==> src/hw/rtl/awbq_pkg.sv <==
// ----------------------------------------------------------------------------
// awbq_pkg: shared types and constants
// Sizes, operation codes and word layouts for the bucketed queue.
// ----------------------------------------------------------------------------
package awbq_pkg;

  localparam int NUM_CATEGORIES = 32;
  localparam int CATEGORY_DEPTH = 16;

  localparam int CAT_W   = $clog2(NUM_CATEGORIES);
  localparam int SLOT_W  = $clog2(CATEGORY_DEPTH);
  localparam int FILL_W  = $clog2(CATEGORY_DEPTH + 1);
  localparam int ADDR_W  = CAT_W + SLOT_W;
  localparam int RAM_DEPTH = NUM_CATEGORIES << SLOT_W;

  localparam int MODE_W    = 3;
  localparam int CLAUSE_W  = 32;
  localparam int PAYLOAD_W = 32;
  localparam int CATF_W    = 5;
  localparam int RATIO_W   = 8;
  localparam int ENTRY_W   = CLAUSE_W + PAYLOAD_W;
  localparam int CFG_IDX_W = 1;
  localparam int CFG_DAT_W = 8;

  typedef enum logic [MODE_W-1:0] {
    OP_INSERT = 3'd0,
    OP_SELECT = 3'd1,
    OP_POP    = 3'd2,
    OP_CANCEL = 3'd3,
    OP_PEEK   = 3'd4
  } op_t;

  typedef enum logic [CFG_IDX_W-1:0] {
    REG_RATIO = 1'b0,
    REG_PRIO  = 1'b1
  } reg_idx_t;

  typedef enum logic [2:0] {
    B_IDLE,
    B_SCAN_RD,
    B_SCAN_CMP,
    B_READ,
    B_RESP
  } back_state_t;

  typedef struct packed {
    logic [MODE_W-1:0]    mode;
    logic [CLAUSE_W-1:0]  clause_number;
    logic [CAT_W-1:0]     category;
    logic [PAYLOAD_W-1:0] payload;
  } cmd_t;

  typedef struct packed {
    logic                 ok;
    logic [CLAUSE_W-1:0]  out_clause_number;
    logic [PAYLOAD_W-1:0] out_payload;
    logic [CATF_W-1:0]    out_category;
    logic                 by_weight;
  } rsp_t;

endpackage

==> src/hw/rtl/awbq_if.sv <==
// ----------------------------------------------------------------------------
// awbq_if: request and response channels
// Valid/ready channels carrying the request and result words.
// ----------------------------------------------------------------------------
interface awbq_req_if;
  logic        valid;
  logic        ready;
  logic [2:0]  mode;
  logic [31:0] clause_number;
  logic [4:0]  weight_category;
  logic [31:0] payload;
  modport source(output valid, mode, clause_number, weight_category, payload, input ready);
  modport sink(input valid, mode, clause_number, weight_category, payload, output ready);
endinterface


==> src/hw/rtl/awbq_front.sv <==
// ----------------------------------------------------------------------------
// awbq_front: request intake
// Accepts request words, maps the insert category, queues up to two commands.
// ----------------------------------------------------------------------------
module awbq_front (
  input  logic                   clk,
  input  logic                   rst,
  awbq_req_if.sink               req,
  input  logic [awbq_pkg::RATIO_W-1:0] ratio,
  input  logic                   prio_mode,
  output logic                   cmd_valid,
  output awbq_pkg::cmd_t         cmd,
  input  logic                   cmd_pop
);
  import awbq_pkg::*;

  cmd_t       slots [2];
  logic       wr_ptr;
  logic       rd_ptr;
  logic [1:0] count;
  logic       push;
  cmd_t       cmd_in;
  logic [CAT_W-1:0] cat_map;

  // category zero when forced or ratio off; saturate past the last one
  always_comb begin
    if (prio_mode || ratio == '0) begin
      cat_map = '0;
    end else if (32'(req.weight_category) >= NUM_CATEGORIES) begin
      cat_map = CAT_W'(NUM_CATEGORIES - 1);
    end else begin
      cat_map = CAT_W'(req.weight_category);
    end
  end

  always_comb begin
    cmd_in.mode          = req.mode;
    cmd_in.clause_number = req.clause_number;
    cmd_in.category      = cat_map;
    cmd_in.payload       = req.payload;
  end

  assign req.ready = (count != 2'd2);
  assign push      = req.valid && req.ready;
  assign cmd_valid = (count != 2'd0);
  assign cmd       = slots[rd_ptr];

  always_ff @(posedge clk) begin
    if (rst) begin
      wr_ptr <= 1'b0;
      rd_ptr <= 1'b0;
      count  <= 2'd0;
    end else begin
      if (push) begin
        wr_ptr <= ~wr_ptr;
      end
      if (cmd_pop) begin
        rd_ptr <= ~rd_ptr;
      end
      count <= count + 2'(push) - 2'(cmd_pop);
    end
  end

  always_ff @(posedge clk) begin
    if (push) begin
      slots[wr_ptr] <= cmd_in;
    end
  end
endmodule

==> src/flat_wrapper.sv <==
// flat-port wrapper written by rule: the top's interface ports become plain ports
module awbq_front_flat import awbq_pkg::*;
  (clk, rst, ratio, prio_mode, cmd_valid, cmd, cmd_pop, req_valid, req_mode, req_clause_number, req_weight_category, req_payload, req_ready);
  awbq_req_if req_i ();
  input  logic clk;
  input  logic rst;
  input  logic [awbq_pkg::RATIO_W-1:0] ratio;
  input  logic prio_mode;
  output logic cmd_valid;
  output awbq_pkg::cmd_t cmd;
  input  logic cmd_pop;
  input wire logic [$bits(req_i.valid)-1:0] req_valid;
  input wire logic [$bits(req_i.mode)-1:0] req_mode;
  input wire logic [$bits(req_i.clause_number)-1:0] req_clause_number;
  input wire logic [$bits(req_i.weight_category)-1:0] req_weight_category;
  input wire logic [$bits(req_i.payload)-1:0] req_payload;
  output wire logic [$bits(req_i.ready)-1:0] req_ready;
  assign req_i.valid = req_valid;
  assign req_i.mode = req_mode;
  assign req_i.clause_number = req_clause_number;
  assign req_i.weight_category = req_weight_category;
  assign req_i.payload = req_payload;
  assign req_ready = req_i.ready;
  awbq_front u_core (.clk(clk), .rst(rst), .req(req_i), .ratio(ratio), .prio_mode(prio_mode), .cmd_valid(cmd_valid), .cmd(cmd), .cmd_pop(cmd_pop));
endmodule
==> config.mk <==
export PLATFORM = sky130hd
export DESIGN_NAME = awbq_front_flat
export DESIGN_NICKNAME = d
export VERILOG_FILES = /design/src/hw/rtl/awbq_pkg.sv /design/src/hw/rtl/awbq_if.sv /design/src/hw/rtl/awbq_front.sv /design/src/flat_wrapper.sv
export SDC_FILE = /design/constraint.sdc
export NUM_CORES = 1
export LEC_CHECK = 0
export ABC_AREA = 1
export BUFFER_PORTS_ARGS = -buffer_cell sky130_fd_sc_hd__buf_4
export CORE_MARGIN = 2
export CORE_UTILIZATION = 50
export CTS_CLUSTER_SIZE = 20
export DETAILED_ROUTE_END_ITERATION = 10
export PLACE_DENSITY = 0.75
export SKIP_LAST_GASP = 1
export SLEW_MARGIN = 25
export SYNTH_ARGS = -nofsm -noshare
export SYNTH_HDL_FRONTEND = slang
export SYNTH_SLANG_ARGS = --single-unit
==> constraint.sdc <==
create_clock -name clk -period 6.8 [get_ports clk]
set_input_delay 0 -clock clk [delete_from_list [all_inputs] [get_ports clk]]
set_output_delay 0 -clock clk [all_outputs]
set_load 0.01 [all_outputs]
# After elaboration in Yosys (flattened, before gate mapping)
# Memories as Yosys holds them, arrays and structs flattened. A register that Yosys moved wholly into a read port is not among the register bits.
# Cells that the tools add are included.
# word_totals
ff_bits	4
mem_bits_rw	144
in_bits	85
mem_count	1
# op_classes
add_sub_neg	2
n_eq_ne	1
muxes	5
bitwise	2
n_reduce_logical	4
# memory_table
memory	words	width	read_ports	rd_ports_with_merged_regs	write_ports	line	text
u_core.slots	2	72	1	1	1	awbq_front.sv:17	cmd_t slots [2];
# op_table
operator	n
8-bit logical NOT	1
5-bit 2-to-1 mux	1
1-bit 2-to-1 mux	4
2-bit by 1-bit adder with 2-bit output	1
2-bit != test, second input constant	1
1-bit NOT	2
2-bit nonzero test	1
2-bit by 1-bit subtractor with 2-bit output	1
1-bit logical AND	1
1-bit logical OR	1

# Depth between registers and ports, before layout
# Gate-level depths: netlist of run 1.
# depth
depth_word	4
depth_mapped	9
ltp_nobuf	9

# Worst setup path before layout of run 1
# OpenSTA, ideal clock, no wires.
# synth_path
kind	reg-to-reg
startpoint	register u_core.count[0]
endpoint	memory u_core.slots[0][0] in the netlist's numbering (enable)
setup_ns	0.502
t_arrival_ns	3.581
required_time_ns	6.298
path_slack_ns	2.717
path_stages_with_launch	5
path_buffers	0
period_less_slack_ns	4.083
path_cell_list	dfxtp_1 inv_1 nand2_1 nand2_1 nor2_1
# synth_via
elab_chain_len	4
# synth_rtl
element	line	text
from (decl)	awbq_front.sv:20	logic [1:0] count;
from (signal assigned)	awbq_front.sv:60	count <= count + 2'(push) - 2'(cmd_pop);
2-bit != test	awbq_front.sv:43	assign req.ready = (count != 2'd2);
named net req_ready	flat_wrapper.sv:17	output wire logic [$bits(req_i.ready)-1:0] req_ready;
1-bit logical AND	awbq_front.sv:44	assign push = req.valid && req.ready;
1-bit 2-to-1 mux	awbq_front.sv:65	if (push) begin
1-bit 2-to-1 mux (not written as such)	awbq_front.sv:66	slots[wr_ptr] <= cmd_in;
to (decl)	awbq_front.sv:17	
# The timed path passes the listed nets, and every way through them passes these cells.

==> summary.txt, run 1 <==
====================================================================================
Outcome                                                                    completed
Clock slew seen by the registers of the worst setup and hold paths             60 ps
Crit share post-route                                                         0.3580
TritonCTS clock tree                                                            done
Largest stage delay, worst path                                               760 ps
Endpoint kind of the worst setup timing path                              output pin
Synth Area in Compound Gates                                                0.001712
Count of flip-flops with a built-in enable after synthesis                       144
Fraction of the mapped netlist area in simple logic gates                    0.01947
Post-detailed-route wirelength per cell                                 16.33 microns
Post-synthesis async set-or-reset flop share                                       0
Syn-to-layout area delta                                                      44.63%
Final HPWL from detailed placement                                          6.625 mm
Vert. Die Dim                                                           112.2 microns
Max-cap violations                                                                 0
Net count after synthesis                                                        359
Largest family of logic cells by synthesized area                       multiplexers
Actual slew at the worst max-slew pin                                       971.5 ps
Combined flip-flop and latch cell area                                    4428 sq um
Commonest cells in the netlist                                          144 x edfxtp_1, 70 x mux2_4, 13 x nor2_1
Post-synthesis mux area share                                                 0.1836
Hold Path Origin                                                           req_valid
Final max-slew violation count                                                     0
Overall die width                                                       112.2 microns
Max Root-Sink Buffers                                                              2
Cells after DPL                                                                  568
Biggest area contributors in the synthesized netlist                    edfxtp_1 74%, mux2_4 18%, buf_12 2.4%, dfxtp_1 1.7%, nor2_1 0.83%
Vias in the first global route                                                  3372
Register area share after synthesis                                           0.7565
Fraction of post-synthesis cell area in the top cell type by area             0.7394
Remaining DRCs                                                                     0
Power Total                                                               0.002491 W
Filler Cells Inserted                                                            679
Count of buffers from port buffering                                             158
Root buffer cell                                                           clkbuf_16
Unrepaired setup endpoints after global routing                                   no
Number of rows created at floorplan                                               39
Synthesized netlist cell count                                                   272
Drt first pass iters                                                               6
Num ports                                                                        159
Most frequent cell on the critical path                                        buf_4
Number of warnings issued by yosys                                                 0
Global routing usage summed across all routing layers                         0.1798
Crit Path Max Fanout                                                              38
Cell with the most instances after synthesis                                edfxtp_1
Post-route antenna net violation count                                             0
Cell breakdown of the critical path                                     buf_4, mux2_2, buf_4
Parity-gate share of the synthesized area counting xor and xnor cells       0.001498
Path type of the worst setup path                                       register to output pin
Initial antenna violation count                                                    0
Maximum ir drop on the vdd rail                                            0.1958 mV
Final-stage net count                                                            607
Count of different cell masters after synthesis                                   16
Post-cts resize count                                                              0
Mapped Avg Cell Area                                                     21.50 sq um
Start of the worst register-to-register path                            u_core.count[0]
Class of the tightest hold or removal check                             input port to register
Setup TNS after final layout                                                    0 ps
Buffer count from post-CTS setup fixing                                            0
Wire length of the first global-routing pass                                17.05 mm
Clock buffer count from CTS                                                       17
Critical path's slowest cell                                                 dfxtp_4
Final setup violating endpoints                                                    0
Grt total ovfl                                                                     0
Max H-tree Level                                                                   4
Fraction of final layout cells sized beyond drive strength 1                  0.4944
Most area-hungry cell type in the Yosys netlist                             edfxtp_1
Maximum clock frequency                                                   0.4108 GHz
Routed via count                                                                3207
Register bit total from synthesis                                                149
Core outline area                                                        11420 sq um
Required time of the critical path                                           6800 ps
Top_reg_cell synth                                                          edfxtp_1
Area of the multi-input gates                                             1246 sq um
Share of the core filled with cells in the final layout                       0.7407
Final standard cell count with taps included and fillers excluded                675
Worst clock skew                                                            6.133 ps
Synth Area in Adders                                                        0.004279
Vias per std cell                                                              4.751
Largest net degree at the start of global routing                                 73
Ratio of total power to cell area                                       294.5 nW/um^2
Diode count                                                                        0
Static Leakage                                                              3.422 nW
Detailed Route WL                                                           11.03 mm
RD Place Congestion                                                           0.6827
DIE AREA                                                                 12580 sq um
Post-synthesis instance area                                              5848 sq um
Startpoint Class                                                            register
Hold Violations, Final                                                             0
Reg2reg setup slack                                                          4890 ps
Clock Sink Count                                                                 149
Initial Utilization                                                           0.5122
Relative slew margins                                                         0.3523
Worst-Skew Late Latency                                                       400 ps
Final min period                                                             2434 ps
Signal arrival time at the worst endpoint                                    2430 ps
Number of DRC markers after the initial detailed-route iteration                 170
====================================================================================
## flip-flops by register name, summed over array words and instances (netlist names), named ones only
register and flops:
u_core.wr_ptr 1, u_core.rd_ptr 1, u_core.count 2, u_core.slots 144
## per-layer routing
metal  track usage  vias up  wire [microns]
li1              -     1535               -
met2        0.2980      131            5597
met4       0.04472        0             127
met3       0.07289       10             870
met5             0        -               0
met1        0.2228     1531            4430
## layout make-up
type	instances	share of cell area
Inverter	11	0.004882
Timing Repair Buffer	237	0.2328
Clock inverter	12	0.01908
Multi-Input combinational cell	104	0.1473
Clock buffer	19	0.05118
Tap cell	143	0.02115
Sequential cell	149	0.5235
## placed cells by master (no fill, tap or decap), drive strengths merged
master and n:
nor2 13, mux2 72, or2 2, inv 11
edfxtp 144, dlygate4sd3 76, nor3 5, nand3 1
dfxtp 5, o21ai 1, clkbuf 19, xnor2 1
buf 161, bufinv 4, nand2 6, ha 2
clkinv 7, clkinvlp 1, a21oi 1
## cell families (layout without fill, tap and decap cells)
group	after synthesis	after routing
simple gates	27	27
flops	149	149
mux	72	72
buf+inv	19	279
fa+ha+maj	2	2
compound gates	2	2
xor+xnor	1	1
## what timing repair did
item | CTS | global route
endpoints found under the hold margin | 149 | 0
endpoints found under the setup margin | 0 | 0
hold buffers | 76 | 0
## worst max-delay path, delay by kind of cell (launching register included)
kind / cells / cell delay (ps)
muxes: 1 / 410
buffers and inverters: 2 / 820
DFF: 1 / 760
## power breakdown
part	total (W)	internal (W)	switching [W]
Clock	0.000932	0.000605	0.000327
Sequential	0.00115	0.00111	0.0000335
Combinational	0.000413	0.000240	0.000173
Total	0.00249	0.00196	0.000533
## worst paths after layout
check                                      endpoint  cells past startpoint
worst max register to register  u_core.slots[1][30]                      5
worst min-delay path                  u_core.wr_ptr                      4
worst max-delay path                        cmd[71]                      3
worst min register to register        u_core.rd_ptr                      2
## per-stage QoR
stage / hold WS [ps] / cell area, sq um / setup WS, ps
final: 120.0 / 8458 / 4366
after global routing: 148.9 / 8458 / 4215
after CTS: 98.98 / 8458 / 4322
after detailed placement: 187.7 / 7103 / 4765
after global placement: 185.8 / 7103 / 4768
after floorplan: 71.22 / 5848 / 2717
Power figures use the tool's default switching activity.
==> inputs of run 2 (changes only) <==
==> constraint.sdc (replaced) <==
create_clock -name clk -period 2.3 [get_ports clk]
set_input_delay 0 -clock clk [delete_from_list [all_inputs] [get_ports clk]]
set_output_delay 0 -clock clk [all_outputs]
set_load 0.01 [all_outputs]
==> run 2 against run 1 <==
Compared with the run above:
- sequential power grew to 2.9 times the previous value
- clock power grew to 3.0 times the previous value
- sequential share of layout area is 0.18 points lower
- largest cell class unchanged
- worst hold slack worse by 31 ps
- largest power group unchanged
- critical path depth stayed put
- combinational power grew to 3.0 times the previous value
- cell count is 0.30% higher
- sequential cell count stayed put
- non-clock buffer count is 3 higher
- count of clock-buffer cells in the layout is 1 lower
- worst setup slack worse by 4000 ps
==> summary.txt, run 2 (same netlist as run 1, synthesis figures left out) <==
=================================================================================
Ratio of total power to cell area                                    871.1 nW/um^2
Capture instance of the worst register-to-register path              u_core.slots[0][19]
Final setup violating endpoints                                                 0
Routed via count                                                             3276
DIE AREA                                                              12580 sq um
Hold Violations, Final                                                          0
TritonCTS clock tree                                                         done
Signal arrival time at the worst endpoint                                 1910 ps
Largest net degree at the start of global routing                              43
Relative slew margins                                                      0.6170
Crit share post-route                                                      0.8305
Number of DRC markers after the initial detailed-route iteration              124
Initial Utilization                                                        0.5122
Global routing usage summed across all routing layers                      0.1801
Clock buffer count from CTS                                                    17
Vias in the first global route                                               3426
Clock slew seen by the registers of the worst setup and hold paths          50 ps
Final min period                                                          1910 ps
Required time of the critical path                                        2300 ps
Setup TNS after final layout                                                 0 ps
Path type of the worst setup path                                    register to output pin
Fraction of final layout cells sized beyond drive strength 1               0.5000
Hold Path Origin                                                        req_valid
Number of rows created at floorplan                                            39
Endpoint kind of the worst setup timing path                           output pin
Final HPWL from detailed placement                                       6.766 mm
Vias per std cell                                                           4.839
Unrepaired setup endpoints after global routing                                no
Overall die width                                                    112.2 microns
Actual slew at the worst max-slew pin                                    574.5 ps
Largest register FFs                                                          144
Root buffer cell                                                        clkbuf_16
Drt first pass iters                                                            4
Worst-Skew Late Latency                                                    410 ps
Cells after DPL                                                               572
Max-cap violations                                                              0
Worst Reg-to-Reg Cells                                                          5
Vert. Die Dim                                                        112.2 microns
Count of buffers from port buffering                                          158
Register bank with the most flops                                    u_core.slots
Wire length of the first global-routing pass                             16.99 mm
Registers with the highest flip-flop counts                          u_core.slots (144), u_core.count (2)
Detailed Route WL                                                        11.13 mm
Final max-slew violation count                                                  0
Post-detailed-route wirelength per cell                              16.45 microns
Grt total ovfl                                                                  0
Clock Sink Count                                                              149
Cell breakdown of the critical path                                  buf_4, mux2_4, buf_4
Reg2reg setup slack                                                        680 ps
Num ports                                                                     159
Startpoint Class                                                         register
Post-cts resize count                                                           0
Max Root-Sink Buffers                                                           2
Start of the worst register-to-register path                         u_core.count[0]
Maximum ir drop on the vdd rail                                         0.5159 mV
Final standard cell count with taps included and fillers excluded             677
Initial antenna violation count                                                 0
Largest stage delay, worst path                                            670 ps
Maximum clock frequency                                                0.5235 GHz
RD Place Congestion                                                        0.7088
Leading cell types in the layout, fill and taps excluded             164 x buf_4, 144 x edfxtp_1, 75 x dlygate4sd3_1
Cts hold-fix bufs                                                              75
Outcome                                                                 completed
Worst clock skew                                                         6.966 ps
Filler Cells Inserted                                                         673
Diode count                                                                     0
Cell depth of the worst min-delay path                                          4
Buffer count from post-CTS setup fixing                                         0
Core outline area                                                     11420 sq um
Class of the tightest hold or removal check                          input port to register
Most common cell after layout, fill and taps aside                          buf_4
Post-route antenna net violation count                                          0
Final-stage net count                                                         610
Crit Path Max Fanout                                                           25
Max H-tree Level                                                                4
Kind of cell adding the most delay to the critical path                flip-flops
Syn-to-layout area delta                                                   45.12%
Static Leakage                                                           3.440 nW
Worst Hold End                                                       u_core.wr_ptr
Number of buffer and inverter instances along the worst setup path              2
Remaining DRCs                                                                  0
Critical path's slowest cell                                              dfxtp_4
Most frequent cell on the critical path                                     buf_4
=================================================================================
## run 2: changes by cell type in the layout (fill, tap and decap cells not counted), sizes merged
cell and delta:
inv +1, clkinv -1, buf +4, dlygate4sd3 -1, clkbuf -1
## run 2: layout make-up
| type | instances | area, sq um | area share |
|---|---|---|---|
| Clock buffer | 18 | 429.2 | 0.05057 |
| Timing Repair Buffer | 240 | 2002 | 0.2359 |
| Clock inverter | 12 | 161.4 | 0.01902 |
| Sequential cell | 149 | 4428 | 0.5217 |
| Inverter | 11 | 41.29 | 0.004865 |
| Tap cell | 143 | 178.9 | 0.02108 |
| Multi-Input combinational cell | 104 | 1246 | 0.1468 |
## run 2: power by group
group | switching [W] | internal, W | total [W] | leakage, nW
registers | 0.0000895 | 0.00328 | 0.00337 | 1.38
logic | 0.000529 | 0.000721 | 0.00125 | 1.77
clock network | 0.000985 | 0.00178 | 0.00277 | 0.286
total | 0.00160 | 0.00579 | 0.00739 | 3.44
## run 2: metrics by stage
stage / setup slack [ps] / area (sq um) / hold WS (ps) / util / power (W)
finish: 390.0 / 8487 / 89.18 / 0.7433 / 0.007393
global route: 293.7 / 8487 / 108.7 / 0.7433 / 0.007691
CTS: 337.7 / 8487 / 66.14 / 0.7433 / 0.007468
detailed placement: 692.9 / 7146 / 188.2 / 0.6258 / 0.004586
global placement: 718.2 / 7146 / 184.8 / 0.6258 / 0.004548
floorplan: -591.5 / 5853 / 71.22 / - / 0.004082
## run 2: worst max-delay path by stage
stage                          from                   to  slack [ps]  depth (start not counted)
global placement    u_core.count[0]  u_core.slots[0][17]         720                          5
finish                     register               cmd[7]         390                          3
detailed placement  u_core.count[0]  u_core.slots[0][16]         690                          5
CTS                        register              cmd[46]         340                          3
global route               register              cmd[42]         290                          3
floorplan           u_core.count[0]   u_core.slots[0][0]        -590                          4
## run 2: routing by layer
metal	track usage	wire [microns]	vias up
met3	0.05238	738	18
met5	0	0	-
met1	0.2167	4605	1588
met2	0.2984	5558	132
li1	-	-	1538
met4	0.09024	231	0
## run 2: worst reg2reg max path, cell delays in order, from the launching register on
cell and delay [ps]:
dfxtp_1 320, inv_1 60, nand2_1 80, nand2_1 160, nor2_4 130, buf_4 480
==> inputs of run 3 (changes only) <==
--- a/config.mk
+++ b/config.mk
@@ -8,10 +8,10 @@
 export ABC_AREA = 1
 export BUFFER_PORTS_ARGS = -buffer_cell sky130_fd_sc_hd__buf_4
 export CORE_MARGIN = 2
-export CORE_UTILIZATION = 50
+export CORE_UTILIZATION = 47
 export CTS_CLUSTER_SIZE = 20
 export DETAILED_ROUTE_END_ITERATION = 10
-export PLACE_DENSITY = 0.75
+export PLACE_DENSITY = 0.74
 export SKIP_LAST_GASP = 1
 export SLEW_MARGIN = 25
 export SYNTH_ARGS = -nofsm -noshare
==> constraint.sdc (replaced) <==
create_clock -name clk -period 1.7 [get_ports clk]
set_input_delay 0 -clock clk [delete_from_list [all_inputs] [get_ports clk]]
set_output_delay 0 -clock clk [all_outputs]
set_load 0.01 [all_outputs]
==> run 3 against run 2 <==
Compared with the run above:
- count of clock-buffer cells in the layout is 2 higher
- largest power group unchanged
- largest cell class unchanged
- core utilization is 3.4 points lower
- clock skew is 5.6 ps higher
- highest routed layer unchanged
==> summary.txt, run 3 (same netlist as run 1, synthesis figures left out) <==
=================================================================================
Initial Utilization                                                        0.4849
Ratio of total power to cell area                                    1157 nW/um^2
Setup TNS after final layout                                                 0 ps
Worst clock skew                                                         12.53 ps
Power Total                                                            0.009896 W
Leading cell types in the layout, fill and taps excluded             162 x buf_4, 144 x edfxtp_1, 77 x dlygate4sd3_1
Final-stage net count                                                         612
Core outline area                                                     12060 sq um
Initial antenna violation count                                                 0
Post-detailed-route wirelength per cell                              16.24 microns
Routed via count                                                             3258
Vias per std cell                                                           4.615
Required time of the critical path                                        1700 ps
Hold Violations, Final                                                          0
Wire length of the first global-routing pass                             17.45 mm
Largest register FFs                                                          144
Num ports                                                                     159
Registers with the highest flip-flop counts                          u_core.slots (144), u_core.count (2)
Final max-slew violation count                                                  0
Diode count                                                                     0
Detailed Route WL                                                        11.46 mm
Capture instance of the worst register-to-register path              u_core.count[1]
Worst Reg-to-Reg Cells                                                          7
Largest net degree at the start of global routing                              49
Crit Path Max Fanout                                                           19
Syn-to-layout area delta                                                   46.30%
Maximum clock frequency                                                0.6205 GHz
Clock slew seen by the registers of the worst setup and hold paths          60 ps
Class of the tightest hold or removal check                          input port to register
Maximum ir drop on the vdd rail                                         0.7920 mV
Final setup violating endpoints                                                 0
Root buffer cell                                                        clkbuf_16
Crit share post-route                                                      0.9480
Relative slew margins                                                      0.7562
Final HPWL from detailed placement                                       6.868 mm
Max H-tree Level                                                                4
Max Root-Sink Buffers                                                           2
Vias in the first global route                                               3540
Signal arrival time at the worst endpoint                                 1610 ps
Final min period                                                          1612 ps
Count of buffers from port buffering                                          158
Start of the worst register-to-register path                         u_core.count[0]
Number of rows created at floorplan                                            40
Global routing usage summed across all routing layers                      0.1776
Fraction of final layout cells sized beyond drive strength 1               0.5000
Post-route antenna net violation count                                          0
Drt first pass iters                                                            4
Clock buffer count from CTS                                                    17
Overall die width                                                    115.5 microns
Post-cts resize count                                                           0
TritonCTS clock tree                                                         done
Actual slew at the worst max-slew pin                                    365.7 ps
Worst-Skew Late Latency                                                    410 ps
Reg2reg setup slack                                                        240 ps
Clock Sink Count                                                              149
Static Leakage                                                           3.451 nW
Unrepaired setup endpoints after global routing                                no
Filler Cells Inserted                                                         763
RD Place Congestion                                                        0.6929
Grt total ovfl                                                                  0
End point of the critical path                                            cmd[21]
Endpoint kind of the worst setup timing path                           output pin
Startpoint Class                                                         register
Most common cell after layout, fill and taps aside                          buf_4
Outcome                                                                 completed
Number of DRC markers after the initial detailed-route iteration              212
Share of the core filled with cells in the final layout                    0.7093
Register bank with the most flops                                    u_core.slots
Max-cap violations                                                              0
Remaining DRCs                                                                  0
Path type of the worst setup path                                    register to output pin
Vert. Die Dim                                                        115.5 microns
DIE AREA                                                              13350 sq um
=================================================================================
==> run 3: repair_timing <==
action                     CTS  global route
hold endpoints to repair   149             0
setup buffers                0             0
setup endpoints to repair    0             0
hold buffers                77             0
==> run 3: worst min-delay path by stage <==
stage               slack, ps                  from  cells after the start                   to
finish                    190              ratio[0]                      5  u_core.slots[0][33]
global route              260              ratio[4]                      5  u_core.slots[0][32]
CTS                       160              ratio[1]                      5  u_core.slots[1][35]
detailed placement        190       req_payload[15]                      1  u_core.slots[0][15]
global placement          190  req_clause_number[2]                      1  u_core.slots[0][39]
floorplan                  70                   rst                      1      u_core.count[0]
==> run 3: metal layers <==
layer / vias to the layer above / wire [microns] / global-route usage
li1: 1550 / - / -
met1: 1575 / 4594 / 0.1951
met2: 120 / 5931 / 0.3154
met3: 13 / 730 / 0.05439
met4: 0 / 206 / 0.08193
met5: - / 0 / 0
==> run 3: layout make-up <==
type	count	area (sq um)	share of cell area
inverter	11	41.29	0.004826
multi-input combinational	104	1256	0.1468
timing repair buffer	242	2047	0.2393
sequential	149	4428	0.5175
tap	168	210.2	0.02457
clock buffer	20	436.7	0.05104
clock inverter	12	136.4	0.01594
==> run 3: worst max-delay path, cell delays in order, from the launching register on <==
cell,delay (ps)
dfxtp_4,360
buf_4,340
mux2_4,340
buf_4,140
==> run 3: metrics by stage <==
step	hold slack, ps	cells	setup WS (ps)	area [sq um]
2_1_floorplan	71.22	272	-337.6	5873
3_3_place_gp	185.0	597	308.2	7212
3_5_place_dp	187.4	597	236.3	7212
4_1_cts	157.5	706	59.09	8556
5_1_grt	259.6	706	23.98	8556
6_report	190.8	706	88.41	8556
==> run 3: power breakdown <==
part	internal [W]	switching (W)
sequential	0.00444	0.0000919
combinational	0.00100	0.000757
clock	0.00228	0.00133
total	0.00772	0.00218
